`src/design/b64o_pkg.sv`:
```
`timescale 1ns / 1ps
// Shared types, character constants and the base64 alphabet function.
package b64o_pkg;

   localparam int unsigned HDR_LEN   = 7;
   localparam int unsigned BURST_MAX = 8;

   localparam logic [7:0] BEL_CHAR = 8'h07;
   localparam logic [7:0] PAD_CHAR = 8'h3D;

   // ESC ] 5 2 ; c ; with the first character in entry 0
   localparam logic [HDR_LEN-1:0][7:0] HDR_TEXT = {
      8'h3B, 8'h63, 8'h3B, 8'h32, 8'h35, 8'h5D, 8'h1B
   };

   // Characters caused by one request, first in entry 0
   typedef struct packed {
      logic [BURST_MAX-1:0][7:0] chars;
      logic [3:0]                count;
   } burst_type;

   function automatic logic [7:0] b64_char(input logic [5:0] v);
      logic [7:0] w;
      logic [7:0] c;
      w = {2'b00, v};
      if (v < 6'd26) begin
         c = w + 8'd65;
      end else if (v < 6'd52) begin
         c = w + 8'd71;
      end else if (v < 6'd62) begin
         c = w - 8'd4;
      end else if (v == 6'd62) begin
         c = 8'h2B;
      end else begin
         c = 8'h2F;
      end
      return c;
   endfunction

endpackage

```
`src/design/b64o_encoder.sv`:
```
`timescale 1ns / 1ps
// Message state and the character burst produced by each request.
module b64o_encoder (
   input  logic                clock,
   input  logic                reset,
   input  logic                take,
   input  logic [7:0]          data_byte,
   input  logic                end_of_message,
   output b64o_pkg::burst_type burst
);
   import b64o_pkg::*;

   logic [15:0] pending_bytes_ff, pending_bytes_in;
   logic [1:0]  pending_count_ff, pending_count_in;
   logic        header_sent_ff, header_sent_in;

   logic [7:0] b0, b1;
   logic [7:0] c0, c1, c2_tail, c2_full, c3_full;

   assign b0 = pending_bytes_ff[15:8];
   assign b1 = pending_bytes_ff[7:0];

   assign c0      = b64_char(b0[7:2]);
   assign c1      = b64_char({b0[1:0], b1[7:4]});
   assign c2_tail = b64_char({b1[3:0], 2'b00});
   assign c2_full = b64_char({b1[3:0], data_byte[7:6]});
   assign c3_full = b64_char(data_byte[5:0]);

   always_comb begin
      burst.chars = '0;
      burst.count = 4'd0;
      if (!header_sent_ff) begin
         // pending count is zero here, so only BEL can follow the header
         for (int i = 0; i < HDR_LEN; i++) begin
            burst.chars[i] = HDR_TEXT[i];
         end
         burst.chars[HDR_LEN] = BEL_CHAR;
         burst.count = end_of_message ? 4'd8 : 4'd7;
      end else if (end_of_message) begin
         case (pending_count_ff)
            2'd1: begin
               burst.chars[0] = c0;
               burst.chars[1] = b64_char({b0[1:0], 4'b0000});
               burst.chars[2] = PAD_CHAR;
               burst.chars[3] = PAD_CHAR;
               burst.chars[4] = BEL_CHAR;
               burst.count    = 4'd5;
            end
            2'd2: begin
               burst.chars[0] = c0;
               burst.chars[1] = c1;
               burst.chars[2] = c2_tail;
               burst.chars[3] = PAD_CHAR;
               burst.chars[4] = BEL_CHAR;
               burst.count    = 4'd5;
            end
            default: begin
               burst.chars[0] = BEL_CHAR;
               burst.count    = 4'd1;
            end
         endcase
      end else if (pending_count_ff == 2'd2) begin
         burst.chars[0] = c0;
         burst.chars[1] = c1;
         burst.chars[2] = c2_full;
         burst.chars[3] = c3_full;
         burst.count    = 4'd4;
      end
   end

   always_comb begin
      pending_bytes_in = pending_bytes_ff;
      pending_count_in = pending_count_ff;
      header_sent_in   = header_sent_ff;
      if (take) begin
         header_sent_in = 1'b1;
         if (end_of_message) begin
            pending_bytes_in = '0;
            pending_count_in = 2'd0;
            header_sent_in   = 1'b0;
         end else begin
            case (pending_count_ff)
               2'd0: begin
                  pending_bytes_in = {data_byte, 8'h00};
                  pending_count_in = 2'd1;
               end
               2'd1: begin
                  pending_bytes_in = {b0, data_byte};
                  pending_count_in = 2'd2;
               end
               default: begin
                  pending_bytes_in = '0;
                  pending_count_in = 2'd0;
               end
            endcase
         end
      end
   end

   always_ff @(posedge clock) begin
      if (reset) begin
         pending_bytes_ff <= '0;
         pending_count_ff <= 2'd0;
         header_sent_ff   <= 1'b0;
      end else begin
         pending_bytes_ff <= pending_bytes_in;
         pending_count_ff <= pending_count_in;
         header_sent_ff   <= header_sent_in;
      end
   end

endmodule

```
`src/design/base64_osc52_encoder_top.sv`:
```
`timescale 1ns / 1ps
// Top level: OSC 52 base64 encoder with a character serializer.
//
// Requests arrive on req_*: req_tdata carries one message byte, req_tlast
// marks the end of a message (the byte is then ignored). Responses leave on
// rsp_* one character per cycle while rsp_tready is high; rsp_tlast marks
// the last character caused by one request. The first request of a message
// emits the header ESC ] 5 2 ; c ;, every third byte emits four base64
// characters, and the end marker emits the padded tail and BEL.
// A request that causes characters loads an eight-entry burst buffer at
// its accept edge; the first character is visible the next cycle. The
// buffer drains at one character per cycle while the receiver is ready;
// a request causes 1 to 8 characters, and one that causes none loads
// nothing. A new request is taken in the cycle the last character of the
// previous burst is taken, so bursts follow back to back. Sustained
// throughput is set by the single-character output port: of every three
// bytes, two emit nothing and the third emits four characters. When the
// receiver stalls, the current character holds and requests wait. Reset
// clears the message state and empties the buffer.
module base64_osc52_encoder_top (
   input  logic       clock,
   input  logic       reset,
   input  logic       req_tvalid,
   output logic       req_tready,
   input  logic [7:0] req_tdata,   // [7:0] data_byte
   input  logic       req_tlast,   // end_of_message
   output logic       rsp_tvalid,
   input  logic       rsp_tready,
   output logic [7:0] rsp_tdata,   // [7:0] out_char
   output logic       rsp_tlast    // run_last
);
   import b64o_pkg::*;

   burst_type burst;

   logic [BURST_MAX-1:0][7:0] chars_ff, chars_in;
   logic [3:0] len_ff, len_in;
   logic [2:0] idx_ff, idx_in;
   logic       busy_ff, busy_in;

   logic last_char, fire_out, done, accept;

   assign last_char  = ({1'b0, idx_ff} == (len_ff - 4'd1));
   assign fire_out   = busy_ff && rsp_tready;
   assign done       = fire_out && last_char;
   assign req_tready = !busy_ff || done;
   assign accept     = req_tvalid && req_tready;

   assign rsp_tvalid = busy_ff;
   assign rsp_tdata  = chars_ff[idx_ff];
   assign rsp_tlast  = last_char;

   b64o_encoder u_encoder (
      .clock          (clock),
      .reset          (reset),
      .take           (accept),
      .data_byte      (req_tdata),
      .end_of_message (req_tlast),
      .burst          (burst)
   );

   always_comb begin
      chars_in = chars_ff;
      len_in   = len_ff;
      idx_in   = idx_ff;
      busy_in  = busy_ff;
      if (accept && (burst.count != 4'd0)) begin
         chars_in = burst.chars;
         len_in   = burst.count;
         idx_in   = 3'd0;
         busy_in  = 1'b1;
      end else if (done) begin
         busy_in = 1'b0;
      end else if (fire_out) begin
         // advance to the next character of the burst
         idx_in = idx_ff + 3'd1;
      end
   end

   always_ff @(posedge clock) begin
      chars_ff <= chars_in;
      len_ff   <= len_in;
      if (reset) begin
         idx_ff  <= 3'd0;
         busy_ff <= 1'b0;
      end else begin
         idx_ff  <= idx_in;
         busy_ff <= busy_in;
      end
   end

endmodule
```
`config.mk`:
```
export PLATFORM = sky130hd
export DESIGN_NAME = base64_osc52_encoder_top
export DESIGN_NICKNAME = d
export VERILOG_FILES = /design/src/design/b64o_pkg.sv /design/src/design/b64o_encoder.sv /design/src/design/base64_osc52_encoder_top.sv
export SDC_FILE = /design/constraint.sdc
export NUM_CORES = 1
export LEC_CHECK = 0
export BUFFER_PORTS_ARGS = -buffer_cell sky130_fd_sc_hd__buf_2
export CORE_MARGIN = 3
export CORE_UTILIZATION = 56
export DETAILED_ROUTE_END_ITERATION = 10
export PLACE_DENSITY_LB_ADDON = 0.25
export SYNTH_ARGS = -nofsm -noshare
export SYNTH_HDL_FRONTEND = slang
export SYNTH_SLANG_ARGS = --single-unit
export TNS_END_PERCENT = 30
```
`constraint.sdc`:
```
create_clock -name clock -period 3.2 [get_ports clock]
set_input_delay 0.32 -clock clock [delete_from_list [all_inputs] [get_ports clock]]
set_output_delay 0.32 -clock clock [all_outputs]
set_load 0.05 [all_outputs]
```
-- After elaboration in Yosys (flattened, before gate mapping)
Cells that the tools add are included.
- bitwise logic cells: 1
- multiplexer cells: 39
- magnitude comparators: 19
- reduce and logical (&&, ||, !) cells: 14
- equal/unequal tests: 8
- add/subtract/negate cells: 20
- operators by type and width (operator ; count):
    $mux 8 ; 19
    $add 6x7->8 const B ; 12
    $lt 6x6->1 const B ; 12
    $mux 36 ; 2
    $pmux 27 s2 ; 1
    $sub 6x3->7 const B ; 6
    $lt 6x5->1 const B ; 6
    $pmux 16 s2 ; 1
    $bmux 8 s3 ; 1
    $eq 6x6->1 const B ; 4
    $mux 19 ; 1
    $mux 16 ; 1
    $mux 12 ; 1
    $mux 3 ; 4
    $mux 4 ; 2
    $reduce_and 2->1 ; 3
    $eq 3x4->1 ; 1
    $logic_and 1x1->1 ; 4
    $lt 3x4->1 const B ; 1
    $mux 2 ; 2
    $pmux 2 s2 ; 1
    $reduce_bool 4->1 ; 1
    $reduce_or 2->1 ; 2
    $sub 4x1->4 const B ; 1
    other kinds (10) ; 12
- word-level logic and storage cells: 117
- output and inout bits: 11
- register bits after elaboration: 89

-- Depth between registers and ports, before layout
- depth in word-level cells: 11
- gate-level depth with buffers: 9
- depth with buffers taken out: 7

-- By module
A second synthesis with hierarchy kept.
- cell total of the unflattened synthesis: 597
- area total of the unflattened synthesis: 6055.8 um^2
- modules (own cells, without submodules) (module ; times used ; seq. area each (um^2) ; cells an instance ; area each (um^2)):
    b64o_encoder ; 1 ; 380.4 ; 434 ; 3083.0
    base64_osc52_encoder_top ; 1 ; 2122.0 ; 163 ; 2972.9

-- Worst setup path after synthesis
Ideal clock, no wire load.
- kind: register to register
- start point: reg len_ff[1]
- end point: reg chars_ff[0] (netlist bit), enable pin
- slack: 241 ps
- required time: 2799 ps
- clock period less this slack: 2959 ps
- arrival: 2557 ps
- cell stages (with the launch flop): 8
- path through: edfxtp_1 -> inv_1 -> ha_1 -> xnor2_4 -> nor4_4 -> o21ai_2 -> nand2_1 -> and2_1
- word-level cells in the longest chain between the ends: 6
- RTL lines (what ; RTL line ; text):
    from (decl) ; base64_osc52_encoder_top.sv:37 ; logic [3:0] len_ff, len_in;
    from (signal assigned) ; base64_osc52_encoder_top.sv:82 ; len_ff <= len_in;
    $sub 4x1->4 ; base64_osc52_encoder_top.sv:43 ; assign last_char = ({1'b0, idx_ff} == (len_ff - 4'd1));
    $eq 3x4->1 ; base64_osc52_encoder_top.sv:43 ;
    $logic_and 1x1->1 ; base64_osc52_encoder_top.sv:45 ; assign done = fire_out && last_char;
    $logic_or 1x1->1 ; base64_osc52_encoder_top.sv:46 ; assign req_tready = !busy_ff || done;
    $logic_and 1x1->1 ; base64_osc52_encoder_top.sv:47 ; assign accept = req_tvalid && req_tready;
    $logic_and 1x1->1 ; base64_osc52_encoder_top.sv:67 ; if (accept && (burst.count != 4'd0)) begin
    to (signal assigned) ; base64_osc52_encoder_top.sv:81 ; chars_ff <= chars_in;
    to (decl) ; base64_osc52_encoder_top.sv:36 ; logic [BURST_MAX-1:0][7:0] chars_ff, chars_in;
Every way passes these cells.
A chain may end at the register's enable or synchronous reset.

-- Final worst setup path
- start point: reg len_ff[1]
- end point: out req_tready
- word-level cells in the longest chain between the ends: 4
- RTL lines (what ; RTL line ; text):
    $sub 4x1->4 ; base64_osc52_encoder_top.sv:43 ;
    $eq 3x4->1 ; base64_osc52_encoder_top.sv:43 ;
    $logic_and 1x1->1 ; base64_osc52_encoder_top.sv:45 ;
    $logic_or 1x1->1 ; base64_osc52_encoder_top.sv:46 ;
    to (decl) ; base64_osc52_encoder_top.sv:24 ; output logic req_tready,
Every way passes these cells.

==> impl_metrics.py <==
metrics = {
    "drt": {
        "ant_nets": 0,
        "first_pass_iters": 7,
        "via_count": 3947,
        "wl_per_cell_um": 18.3,
        "drc_errors": 0,
        "drtIter0Drc": 345,
        "routed_wl_um": 11500,
        "vias_per_cell": 6.29,
    },
    "clock_network": {
        "max-clock-path-buffers": 2,
        "ctsHoldBuffers": 0,
        "cts_tree": "done",
        "cts.repair.resized": 0,
        "cts.sinks": 63,
        "htree_levels": 3,
        "path_clk_slew_ns": 0.07,
        "clock-root-buffer": "clkbuf_8",
        "post_cts.repair.setup_buffers": 0,
        "cts_made_buffers": 9,
        "clock_latency_ns": 0.33,
    },
    "setup_path": {
        "crit_family": "compound AO/OA/AOI/OAI gates",
        "slowest_delay_ns": 0.45,
        "critical_path.endpoint_type": "output pin",
        "rr_endpoint": "chars_ff[27]$_SDFFCE_PN0P_",
        "r2r_cells": 8,
        "path_cells": "inv_1 -> ha_1 -> xor2_1 -> and3b_1 -> o21ai_0 -> o31ai_1 -> buf_2",
        "ff2ff_setup_slack_ns": 0.53,
        "cp.depth": 7,
        "critPathLaunchType": "flip-flop",
        "worstSetupPathType": "flip-flop to output pin",
        "crit_arrival_ns": 2.42,
        "cpMaxStageDelayCell": "edfxtp_1",
        "cp_max_fo": 5,
        "reg2reg_from": "len_ff[1]$_DFFE_PP_",
        "worst-endpoint-required_ns": 2.88,
        "path_buf_inv": 2,
    },
    "power_and_ir_drop": {
        "design_power_total_uw": 2080,
        "switching_share_pct": 29.4,
        "peakVddDrop_mv": 0.192,
        "pwr-share-comb_pct": 20.5,
        "leakage_uw": 0.00185,
        "power.density_nw_per_um2": 421,
        "seq_power_share_pct": 46.7,
        "clkPwrFrac_pct": 32.8,
        "internal-power_uw": 1470,
        "p_sw_uw": 610,
    },
    "sta": {
        "worst_pin_slew_ns": 0.669,
        "worst_slack_ns": 0.465,
        "drv_slew": 0,
        "final.setup.tns_ns": 0,
        "hold_viol": 0,
        "fin_crit_sh_pct": 85.5,
        "rsz0062_at_grt": "no",
        "setup_viol": 0,
        "finalClockSkew_ns": 0.00480,
        "relSlewSlack_pct": 55.4,
        "post-route-min-period_ns": 2.74,
        "fmax_mhz": 366,
    },
    "floorplan": {
        "core_um2": 7850,
        "initial_utilization_pct": 58.4,
        "rows": 32,
        "ios": 24,
        "die_y_um": 96.4,
        "dieArea_um2": 9300,
        "die_x_um": 96.4,
    },
    "layout": {
        "area_growth_pct": 7.65,
        "layout.nets": 564,
        "fillerInstances": 681,
        "layout_commonest_cell": "nand2_1",
        "layout-drive-gt1-share_pct": 11.6,
        "diodes": 0,
        "final_cell_mix": "59 x nand2_1, 40 x edfxtp_1, 39 x o21ai_0",
        "seqCellArea_um2": 1660,
        "multi_input_area_um2": 2650,
    },
    "run": {
        "drv_cap": 0,
    },
    "placement": {
        "place_ws_ns": 0.553,
        "gp_congestion": 0.949,
        "place_hpwl_um": 8570,
        "port_buffers": 23,
    },
    "synth": {
        "ys_seq_elements": 63,
        "synthDistinctLibCells": 62,
        "synthCells": 513,
        "netlist_area_um2": 4580,
        "syn_nets": 556,
        "synth_edf_count": 40,
        "ys.flop_type": "edfxtp_1",
        "synth_warnings": 0,
        "yosysSeqAreaShare_pct": 36.3,
        "async_flop_share_pct": 0,
        "synth_area_per_cell_um2": 8.93,
    },
    "worst_hold_path": {
        "hold_start": "req_tvalid",
        "hold_path_depth": 3,
        "hold_end": "rsp_tvalid$_SDFFE_PP0P_",
        "hp-class": "input pin to flip-flop",
    },
    "outcome": {
        "outcome": "finished, final reports clean",
    },
    "global_route": {
        "grt_usage_pct": 25.3,
        "grt_pass1_vias": 3516,
        "grt_pass1_wl_um": 17800,
        "antenna_found_initial": 0,
        "grt_overflow": 0,
        "grt_max_degree": 41,
    },
}
cells by family after synthesis:
| family | share of synthesized area (%) |
|---|---|
| and+or+nand+nor | 19.1 |
| xor gates and xnor gates | 3.85 |
| buffers and inverters | 5.85 |
| muxes | 5.65 |
| AOI/OAI and AO/OA | 21.0 |
| DFF | 36.3 |
| adders and majority gates | 8.19 |
worst min-delay path, cell delays in order:
cell and delay [ns]:
buf_2 0.12, nand2_1 0.05, a21oi_1 0.05
synthesized netlist by cell type, drive strengths merged, types with 4 or more instances:
cell,number,area [um^2]
nand2,59,221
edfxtp,40,1200
o21ai,40,204
a21oi,37,185
inv,32,120
ha,30,375
nor2,30,113
clkbuf,27,101
dfxtp,23,460
nand3,19,95.1
xnor2,14,141
nor3,11,60.1
o31ai,11,82.6
a211oi,10,75.1
a22o,9,78.8
mux2i,9,90.1
or4,8,60.1
buf,6,42.5
mux4,6,135
nand2b,6,37.5
nor2b,6,37.5
a21o,5,37.5
nand3b,5,37.5
a22oi,4,30.0
and2,4,25.0
and3,4,25.0
nand4,4,25.0
nor4,4,40.0
o21a,4,30.0
xor2,4,35.0
registers in the layout (all words and copies together), names as in the netlist:
register                    count
u_encoder.pending_count_ff      2
len_ff                          4
rsp_tvalid                      1
idx_ff                          3
u_encoder.header_sent_ff        1
u_encoder.pending_bytes_ff     16
chars_ff                       36
metal layers:
layer / GRT usage, % / vias up / routed length, um
met5: 0 / - / 0
met3: 5.34 / 14 / 811
met1: 35.5 / 1856 / 5170
met2: 39.0 / 177 / 5270
li1: - / 1900 / -
met4: 8.41 / 0 / 221
worst max path at each step:
stage | start | endpoint | slack (ns)
after detailed placement | len_ff[1]$_DFFE_PP_ | chars_ff[30]$_SDFFCE_PP0P_ | 0.55
after global placement | len_ff[1]$_DFFE_PP_ | chars_ff[30]$_SDFFCE_PP0P_ | 0.65
after floorplan | len_ff[1]$_DFFE_PP_ | chars_ff[0]$_SDFFCE_PN1P_ | 0.24
after CTS | len_ff[1]$_DFFE_PP_ | req_tready | 0.49
after global routing | len_ff[1]$_DFFE_PP_ | req_tready | 0.30
final | len_ff[1]$_DFFE_PP_ | req_tready | 0.46
final cells by class:
cell class,count,area share (%)
repair buffers,30,3.40
multi-input cells,384,53.8
inverters,33,2.51
well taps,102,2.59
clock inverters,4,0.888
clock buffers,12,3.15
flip-flops and latches,63,33.7
per-stage QoR:
stage / util (%) / hold WS (ns) / cell area [um^2] / std cells
finish: 62.8 / 0.257 / 4930 / 628
global route: 62.8 / 0.254 / 4930 / 628
CTS: 62.8 / 0.248 / 4930 / 628
detailed placement: 60.3 / 0.544 / 4730 / 612
global placement: 60.3 / 0.521 / 4730 / 612
floorplan: - / 0.446 / 4580 / 513
power by group through the flow:
stage                     sequential, uW  clock [uW]  combinational (uW)
after floorplan                      970           0                 325
after global routing                 975         730                 460
after global placement               984           0                 409
after CTS                            970         688                 422
final                                970         682                 425
after detailed placement             987           0                 420
Note: power is estimated with default switching activity, not from simulation.
